**src/hdl/bmpq_pkg.sv**
```systemverilog
`default_nettype none

package bmpq_pkg;

  // Request kinds carried on the input side.
  localparam logic REQ_INSERT = 1'b0;
  localparam logic REQ_SERVE  = 1'b1;

  // Result status codes.
  localparam logic [1:0] ST_INSERTED = 2'd0;
  localparam logic [1:0] ST_SERVED   = 2'd1;
  localparam logic [1:0] ST_EMPTY    = 2'd2;
  localparam logic [1:0] ST_FULL     = 2'd3;

  localparam int unsigned PID_W  = 16;
  localparam int unsigned PRIO_W = 8;

  // One stored queue entry.
  typedef struct packed {
    logic [PRIO_W-1:0] prio;
    logic [PID_W-1:0]  pid;
  } entry_t;

endpackage

`default_nettype wire

```
**src/hdl/bounded_max_priority_queue.sv**
```systemverilog
`default_nettype none

// Channel   Dir  tdata (low bit up)                          tuser
// s_*       in   process_id[15:0], priority_req[23:16]       req_type
// m_*       out  served_process[15:0], served_priority[23:16] status[1:0]
//
// Inserts walk the sorted store from the top down, one memory read and one
// write per entry moved. A serve reads the top entry through S_SRV_RD and
// S_SRV_DATA before S_RES; an empty serve or a full insert goes straight to
// S_RES. Reset clears the state, the entry count and m_tvalid; the store
// needs no clearing.
// A result waiting on m_tready does not block the next transfer on s_*, but the
// block does not finish that next request until the output register is free.
module bounded_max_priority_queue
  import bmpq_pkg::*;
#(
  parameter int unsigned CAPACITY = 16
) (
  input  wire logic        clk,
  input  wire logic        rst,
  input  wire logic        s_tvalid,
  output logic             s_tready,
  input  wire logic [23:0] s_tdata,   // process_id[15:0], priority_req[23:16]
  input  wire logic        s_tuser,   // req_type
  output logic             m_tvalid,
  input  wire logic        m_tready,
  output logic [23:0]      m_tdata,   // served_process[15:0], served_priority[23:16]
  output logic [1:0]       m_tuser    // status
);

  localparam int unsigned CNT_W  = $clog2(CAPACITY + 1);
  localparam int unsigned ADDR_W = (CAPACITY > 1) ? $clog2(CAPACITY) : 1;

  localparam logic [CNT_W-1:0] CNT_FULL = CNT_W'(CAPACITY);

  // Sequencer states.
  localparam logic [2:0] S_IDLE     = 3'd0;
  localparam logic [2:0] S_INS_RD   = 3'd1;
  localparam logic [2:0] S_INS_CMP  = 3'd2;
  localparam logic [2:0] S_SRV_RD   = 3'd3;
  localparam logic [2:0] S_SRV_DATA = 3'd4;
  localparam logic [2:0] S_RES      = 3'd5;

  logic [2:0]       state;
  logic [CNT_W-1:0] count;
  logic [CNT_W-1:0] idx;
  entry_t           new_entry;
  logic [1:0]       res_status;
  entry_t           res_entry;

  entry_t           mem [CAPACITY];
  entry_t           rd_data;
  logic [ADDR_W-1:0] rd_addr;
  logic             wr_en;
  logic [ADDR_W-1:0] wr_addr;
  entry_t           wr_data;

  logic [CNT_W-1:0] idx_dec;
  logic             s_fire;
  logic             out_free;

  assign s_fire   = s_tvalid && s_tready;
  assign s_tready = (state == S_IDLE);
  assign out_free = !m_tvalid || m_tready;
  assign idx_dec  = idx - 1'b1;

  // Store read address: the entry below the hole during an insert, else the top.
  always_comb begin
    if (state == S_INS_RD) begin
      rd_addr = idx_dec[ADDR_W-1:0];
    end else begin
      rd_addr = count[ADDR_W-1:0];
    end
  end

  // Store write: move an entry up one place, or drop the new entry into the hole.
  always_comb begin
    wr_en   = 1'b0;
    wr_addr = idx[ADDR_W-1:0];
    wr_data = new_entry;
    if (state == S_INS_RD && idx == '0) begin
      wr_en = 1'b1;
    end else if (state == S_INS_CMP) begin
      wr_en = 1'b1;
      if (rd_data.prio > new_entry.prio) begin
        wr_data = rd_data;
      end
    end
  end

  // Entry store with registered read.
  always_ff @(posedge clk) begin
    if (wr_en) begin
      mem[wr_addr] <= wr_data;
    end
    rd_data <= mem[rd_addr];
  end

  // Sequencer and result register.
  always_ff @(posedge clk) begin
    if (rst) begin
      state    <= S_IDLE;
      count    <= '0;
      m_tvalid <= 1'b0;
    end else begin
      // A result loaded in S_RES replaces the one leaving in the same cycle.
      if (m_tvalid && m_tready && state != S_RES) begin
        m_tvalid <= 1'b0;
      end
      unique case (state)
        S_IDLE: begin
          if (s_fire) begin
            new_entry.pid  <= s_tdata[15:0];
            new_entry.prio <= s_tdata[23:16];
            res_entry      <= '0;
            if (s_tuser == REQ_INSERT) begin
              if (count >= CNT_FULL) begin
                res_status <= ST_FULL;
                state      <= S_RES;
              end else begin
                res_status <= ST_INSERTED;
                idx        <= count;
                count      <= count + 1'b1;
                state      <= S_INS_RD;
              end
            end else begin
              if (count == '0) begin
                res_status <= ST_EMPTY;
                state      <= S_RES;
              end else begin
                res_status <= ST_SERVED;
                count      <= count - 1'b1;
                state      <= S_SRV_RD;
              end
            end
          end
        end
        S_INS_RD: begin
          if (idx == '0) begin
            state <= S_RES;
          end else begin
            state <= S_INS_CMP;
          end
        end
        S_INS_CMP: begin
          // A greater priority below the hole moves up; otherwise the hole is home.
          if (rd_data.prio > new_entry.prio) begin
            idx   <= idx_dec;
            state <= S_INS_RD;
          end else begin
            state <= S_RES;
          end
        end
        S_SRV_RD: begin
          state <= S_SRV_DATA;
        end
        S_SRV_DATA: begin
          res_entry <= rd_data;
          state     <= S_RES;
        end
        S_RES: begin
          if (out_free) begin
            m_tvalid <= 1'b1;
            m_tuser  <= res_status;
            m_tdata  <= res_entry;
            state    <= S_IDLE;
          end
        end
        default: begin
          state <= S_IDLE;
        end
      endcase
    end
  end

endmodule

`default_nettype wire
```
**config.mk**
```make
export PLATFORM = sky130hd
export DESIGN_NAME = bounded_max_priority_queue
export DESIGN_NICKNAME = d
export VERILOG_FILES = /design/src/hdl/bmpq_pkg.sv /design/src/hdl/bounded_max_priority_queue.sv
export SDC_FILE = /design/constraint.sdc
export NUM_CORES = 1
export LEC_CHECK = 0
export ABC_AREA = 1
export BUFFER_PORTS_ARGS = -buffer_cell sky130_fd_sc_hd__buf_2
export CAP_MARGIN = 0
export CORE_UTILIZATION = 55
export DETAILED_ROUTE_END_ITERATION = 12
export GPL_TIMING_DRIVEN = 0
export PLACE_DENSITY = 0.79
export SYNTH_ARGS = -nofsm -noshare
export SYNTH_HDL_FRONTEND = slang
export SYNTH_SLANG_ARGS = --single-unit
```
**constraint.sdc**
```tcl
create_clock -name clk -period 5.9 [get_ports clk]
set_input_delay 1.18 -clock clk [delete_from_list [all_inputs] [get_ports clk]]
set_output_delay 1.18 -clock clk [all_outputs]
set_load 0.03 [all_outputs]
```
==> results of run 1 <==
==> power breakdown <==
group	leakage [nW]	internal [mW]	switching (mW)
clock	0.759	1.79	1.30
combinational	5.17	1.37	3.84
sequential	4.48	4.46	0.120
total	10.4	7.62	5.26
==> routing by layer <==
layer  share of wire (%)  vias up  global-route usage [%]  wire length (µm)
met5               0.023        -                       0                13
met4                 6.4        2                   18.43              3627
met3                  13      297                   7.920              7351
met2                  47     1148                   48.14             26380
met1                  34     6992                   35.23             19250
li1                    -     6680                       -                 -
==> final timing paths <==
check | slack, ns | end | from
setup / recovery | 2.50 | mem[14][11] | new_entry[23]
hold / removal | 0.42 | m_tdata[8] | res_entry[8]
setup reg to reg | 2.50 | mem[14][11] | new_entry[23]
hold reg to reg | 0.42 | m_tdata[8] | res_entry[8]
==> state kept, by name, summed over array words and instances (netlist names) <==
register	flops
res_entry	24
state	3
idx	5
res_status	2
m_tuser	2
m_tvalid	1
m_tdata	24
mem	384
rd_data	24
new_entry	24
count	5
==> layout make-up <==
class | instances | area (µm²) | share of cell area [%]
timing repair buffer | 84 | 757.0 | 3.134
sequential | 498 | 14620 | 60.54
clock buffer | 64 | 1323 | 5.475
buffer | 85 | 422.9 | 1.751
multi-input combinational | 965 | 4487 | 18.57
tap | 511 | 639.4 | 2.647
inverter | 446 | 1674 | 6.930
clock inverter | 23 | 230.2 | 0.9530
==> synth_stat cells <==
| library cell | n | area share, % |
|---|---|---|
| nor3_1 | 1 | 0.024 |
| dfxtp_1 | 33 | 3.1 |
| or2_2 | 1 | 0.030 |
| a21o_1 | 1 | 0.036 |
| nand2_1 | 479 | 8.5 |
| xnor2_1 | 1 | 0.042 |
| xor2_1 | 4 | 0.17 |
| nand4_1 | 3 | 0.089 |
| nor2_2 | 1 | 0.030 |
| o21ai_1 | 1 | 0.024 |
| fa_1 | 1 | 0.095 |
| nor2_1 | 58 | 1.0 |
| a21oi_1 | 14 | 0.33 |
| buf_2 | 56 | 1.3 |
| o21ai_2 | 3 | 0.12 |
| buf_4 | 7 | 0.25 |
| nand3_4 | 1 | 0.083 |
| inv_1 | 442 | 7.9 |
| inv_2 | 4 | 0.071 |
| edfxtp_1 | 465 | 66 |
| buf_1 | 4 | 0.071 |
| o21ai_0 | 36 | 0.86 |
| clkbuf_1 | 17 | 0.30 |
| a31oi_1 | 1 | 0.030 |
| and2_1 | 1 | 0.030 |
| o21ai_4 | 1 | 0.077 |
| ha_1 | 15 | 0.89 |
| buf_6 | 1 | 0.053 |
| nand3_1 | 342 | 8.1 |
==> critical path: cells and delay by family, from the launching register on <==
kind                     cells  cell delay [ns]
buffers and inverters        3             1.00
AND/OR/NAND/NOR              5             0.82
AO/OA/AOI/OAI                1             0.58
flip-flops                   1             0.36
adder cells (fa/ha/maj)      1             0.29
==> kinds of logic after synthesis <==
kind of cell / Yosys count
adder cells (fa/ha/maj): 16
AO/OA/AOI/OAI: 57
buffers and inverters: 531
flip-flops: 498
AND/OR/NAND/NOR: 887
XOR/XNOR: 5
==> metrics by stage <==
step / std cells / hold WS, ns
2_1_floorplan: 1994 / 0.4003
3_3_place_gp: 2560 / 0.4005
3_5_place_dp: 2588 / 0.4054
4_1_cts: 2675 / 0.4197
5_1_grt: 2676 / 0.4225
6_report: 2676 / 0.4155
==> impl_metrics.ini, run 1 <==
[cells_and_area]
final_net_count = 2173
final_area_um2 = 24160
drive_gt1_share_pct = 11.27
areaGrowthSynthToFinish_pct = 14.64
final_util_pct = 64.13
diodes = 0
layout_commonest_cell = nand2_1
mostFrequentLayoutCells = nand2_1, edfxtp_1, inv_1
fill_cells = 2680

[critical_path]
startpoint_type = flip-flop
endpoint_kind = flip-flop
worst_ep_required_time_ns = 6.13
cp_slowest_cell = o21ai_1
crit_chain = inv_1 > ha_1 > nand2_1 > nor2_1 > nand4_1 > nand3_1 > clkbuf_1 > buf_2 > nand2_1 > o21ai_1
worstPathMaxFanout = 16
slowest_delay_ns = 0.58
r2r_cells = 10
cp_common_cell = nand2_1
critPathArrivalTime_ns = 3.63
path_class = reg2reg

[timing]
final_max_slew_viol_count = 0
setup_slack_ns = 2.500
setup_violations = 0
fin_crit_ns = 3.400
hold_viol = 0
final.period_utilization_pct = 57.63
tightestPinTransition_ns = 1.228
clock_skew_ns = 0.01085
rsz0062_at_grt = no
tns_ns = 0
slew_headroom_pct = 17.57
max_freq_ghz = 0.2941

[global_route]
grt_pass1_vias = 14990
grt_first_pass_wirelength_um = 84020
grt_use_total_pct = 29.63
antenna_found_initial = 1
grt-ovfl-total = 0
grt_max_degree = 25

[cts]
cts_sinks = 498
cts_root_buf = clkbuf_16
cts_max_level = 2
cts_made_buffers = 48
post_cts_buffers = 0
cts_resized = 0
cts_tree = built
cts_hold_buf = 0
clock_latency_ns = 0.58
cts.clk_slew.worst_paths_ns = 0.06
clock_path_buffers = 3

[synth]
syn_nets = 2039
synth_adder_area_share_pct = 0.9857
synth_mux_area_share_pct = 0
ys_ff_latch = 498
synth.cell_area_um2 = 21070
synth_xor_area_share_pct = 0.2078
synth.avg_cell_area_um2 = 10.57
synth-seq-area-share_pct = 69.40
synth_compound_area_share_pct = 1.479
ys_warn_count = 0
yosys.area_share.simple_pct = 17.97
synth_cells = 1994
synth_top_family_by_area = simple AND/OR/NAND/NOR gates
ys_types = 29

[power_and_ir_drop]
p_leak_nw = 10.42
ir_drop_v = 0.0003570
total_power_mw = 12.87
power.density_nw_per_um2 = 533.0

[die]
die_w_um = 197.7
num_io_pins = 57
rows = 71
coreArea_um2 = 37670
die_area_um2 = 39100
start_util_pct = 55.94
die-height_um = 197.7

[placement]
place_area_um2 = 22600
dp_slack_ns = 2.304
post-dp-hpwl_um = 36830
portBuffers = 55
place_congestion = 0.9004

[drt]
num_vias = 15120
wl_per_cell_um = 21.16
drt-initial-drc-count = 1917
ant_nets = 0
first_pass_iters = 9
drc = 0
vias_per_cell = 5.650
wirelength_um = 56620

[run]
max-cap-violations = 0

[worst_hold_path]
hp-class = reg2reg
min_path_cells = 0

[run_status]
status = complete, no violations
(Power assumes the default switching activity.)
==> run 2, diff against run 1 <==
--- a/config.mk
+++ b/config.mk
@@ -11,7 +11,7 @@
 export CORE_UTILIZATION = 55
 export DETAILED_ROUTE_END_ITERATION = 12
 export GPL_TIMING_DRIVEN = 0
-export PLACE_DENSITY = 0.79
+export PLACE_DENSITY = 0.81
 export SYNTH_ARGS = -nofsm -noshare
 export SYNTH_HDL_FRONTEND = slang
 export SYNTH_SLANG_ARGS = --single-unit
==> constraint.sdc (replaced) <==
create_clock -name clk -period 3.01 [get_ports clk]
set_input_delay 0.602 -clock clk [delete_from_list [all_inputs] [get_ports clk]]
set_output_delay 0.602 -clock clk [all_outputs]
set_load 0.03 [all_outputs]
==> impl_metrics.ini, run 2 (synthesized netlist as in run 1, its figures left out) <==
[drt]
vias_per_cell = 5.697
drc = 0
drt-initial-drc-count = 2280
wirelength_um = 57720
num_vias = 15330
wl_per_cell_um = 21.45
first_pass_iters = 8
ant_nets = 0

[critical_path]
worstPathMaxFanout = 16
cp_common_cell = nand2_1
path_class = reg2reg
endpoint_kind = flip-flop
cp_slowest_cell = o21ai_2
crit_chain = inv_1 > ha_1 > nand2_1 > nor2_1 > nand2_1 > nand2_1 > nand3_1 > clkbuf_2 > buf_2 > o21ai_2
critPathBufInv = 3
slowest_delay_ns = 0.61
worst_ep_required_time_ns = 3.30
critPathArrivalTime_ns = 3.27
startpoint_type = flip-flop
cp_top_family = simple AND/OR/NAND/NOR gates

[global_route]
grt-ovfl-total = 0
grt_pass1_vias = 15060
antenna_found_initial = 1
grt_first_pass_wirelength_um = 84240
grt_max_degree = 25
grt_use_total_pct = 29.82

[run]
max-cap-violations = 0

[run_status]
status = complete, no violations

[power_and_ir_drop]
power_frac_seq_pct = 35.0
internal_power_mw = 15.13
clkPwrFrac_pct = 24.4
switching_share_pct = 40.95
combPwrFrac_pct = 40.6
p_leak_nw = 10.56
ir_drop_v = 0.0007589
switchingPower_mw = 10.49
power.density_nw_per_um2 = 1045

[placement]
dp_slack_ns = -0.7019
portBuffers = 55
post-dp-hpwl_um = 36770
place_congestion = 0.9152
dp.cells = 2589
place_area_um2 = 22660

[cells_and_area]
largest_reg_flops = 384
layout_commonest_cell = nand2_1
areaGrowthSynthToFinish_pct = 16.33
final_area_um2 = 24510
final_net_count = 2184
fill_cells = 2616
diodes = 0
mostFrequentLayoutCells = nand2_1, edfxtp_1, inv_1
regMostFlops = mem
final_cells = 2691
drive_gt1_share_pct = 13.07

[timing]
max_freq_ghz = 0.3356
tightestPinTransition_ns = 1.008
final.period_utilization_pct = 98.98
fin_crit_ns = 2.979
clock_skew_ns = 0.02470
rsz0062_at_grt = yes
setup_violations = 0
holdWs_ns = 0.1854
slew_headroom_pct = 32.78
setup_slack_ns = 0.03060
hold_viol = 0
final_max_slew_viol_count = 0

[cts]
cts_root_buf = clkbuf_16
cts_sinks = 498
cts.clk_slew.worst_paths_ns = 0.06
cts_made_buffers = 49
clock_path_buffers = 3
clock_latency_ns = 0.59
cts_hold_buf = 0
cts_tree = built
cts_max_level = 2

[die]
start_util_pct = 55.94
num_io_pins = 57
die_area_um2 = 39100
die-height_um = 197.7
die_w_um = 197.7
rows = 71
coreArea_um2 = 37670

[worst_hold_path]
hp-class = in2reg
[run 2: changes by cell type in the layout (fill, tap and decap cells not counted), moves of 3 or more]
cell      delta
clkbuf_2     +3
buf_12       +4
o21ai_2     +15
buf_4        +3
clkinv_1     -8
o21ai_1     -15
clkbuf_8     +5
[run 2: path summary, 6_finish.rpt]
check | slack (ns) | start | depth (start not counted) | end
worst min register to register | 0.42 | res_entry[19] | 0 | m_tdata[19]
worst max register to register | 0.03 | new_entry[23] | 10 | mem[2][23]
worst max-delay path | 0.03 | new_entry[23] | 10 | mem[2][23]
worst min-delay path | 0.19 | s_tdata[5] | 1 | new_entry[5]
[run 2: layer usage]
metal,wire (µm),up-vias,track usage (%)
met5,0,-,0
met4,3896,0,20.21
met3,7877,293,6.541
met2,26500,1254,47.35
met1,19450,7073,36.76
li1,-,6711,-
[run 2: worst register-to-register path, delay by kind of cell (launching register included)]
kind                     cells  cell delay [ns]
buffers and inverters        3             0.67
flip-flops                   1             0.36
AO/OA/AOI/OAI                1             0.61
AND/OR/NAND/NOR              5             0.71
adder cells (fa/ha/maj)      1             0.32
[run 2: layout make-up]
class,count,area [µm²],area share (%)
flip-flops and latches,498,14620,59.66
multi-input cells,967,4586,18.71
inverters,446,1674,6.830
clock buffers,73,1449,5.911
repair buffers,92,903.4,3.685
well taps,511,639.4,2.608
plain buffers,85,429.2,1.751
clock inverters,19,207.7,0.8473
[run 2: timing repair]
item | 4_1_cts | 5_1_grt
gates cloned | 1 | 1
buffers inserted | 0 | 8
gates resized for setup | 24 | 10
setup endpoints to repair | 261 | 163
pin swaps | 1 | 6
[run 2: through the flow]
stage               total power [mW]  TNS [ns]  util (%)
floorplan                      15.05         0         -
global placement               18.11   -538.85     58.38
detailed placement             18.78    -76.67     60.16
CTS                            25.12         0     64.71
global route                   26.45   -0.9501     65.08
finish                         25.63         0     65.08
[run 2: power groups by stage]
stage | registers (mW) | clock network [mW] | logic (mW)
after floorplan | 9.09 | 0 | 5.97
after global placement | 9.13 | 0 | 8.98
after detailed placement | 9.11 | 0 | 9.67
after CTS | 8.96 | 6.27 | 9.89
after global routing | 9.00 | 6.52 | 10.9
final | 8.97 | 6.25 | 10.4
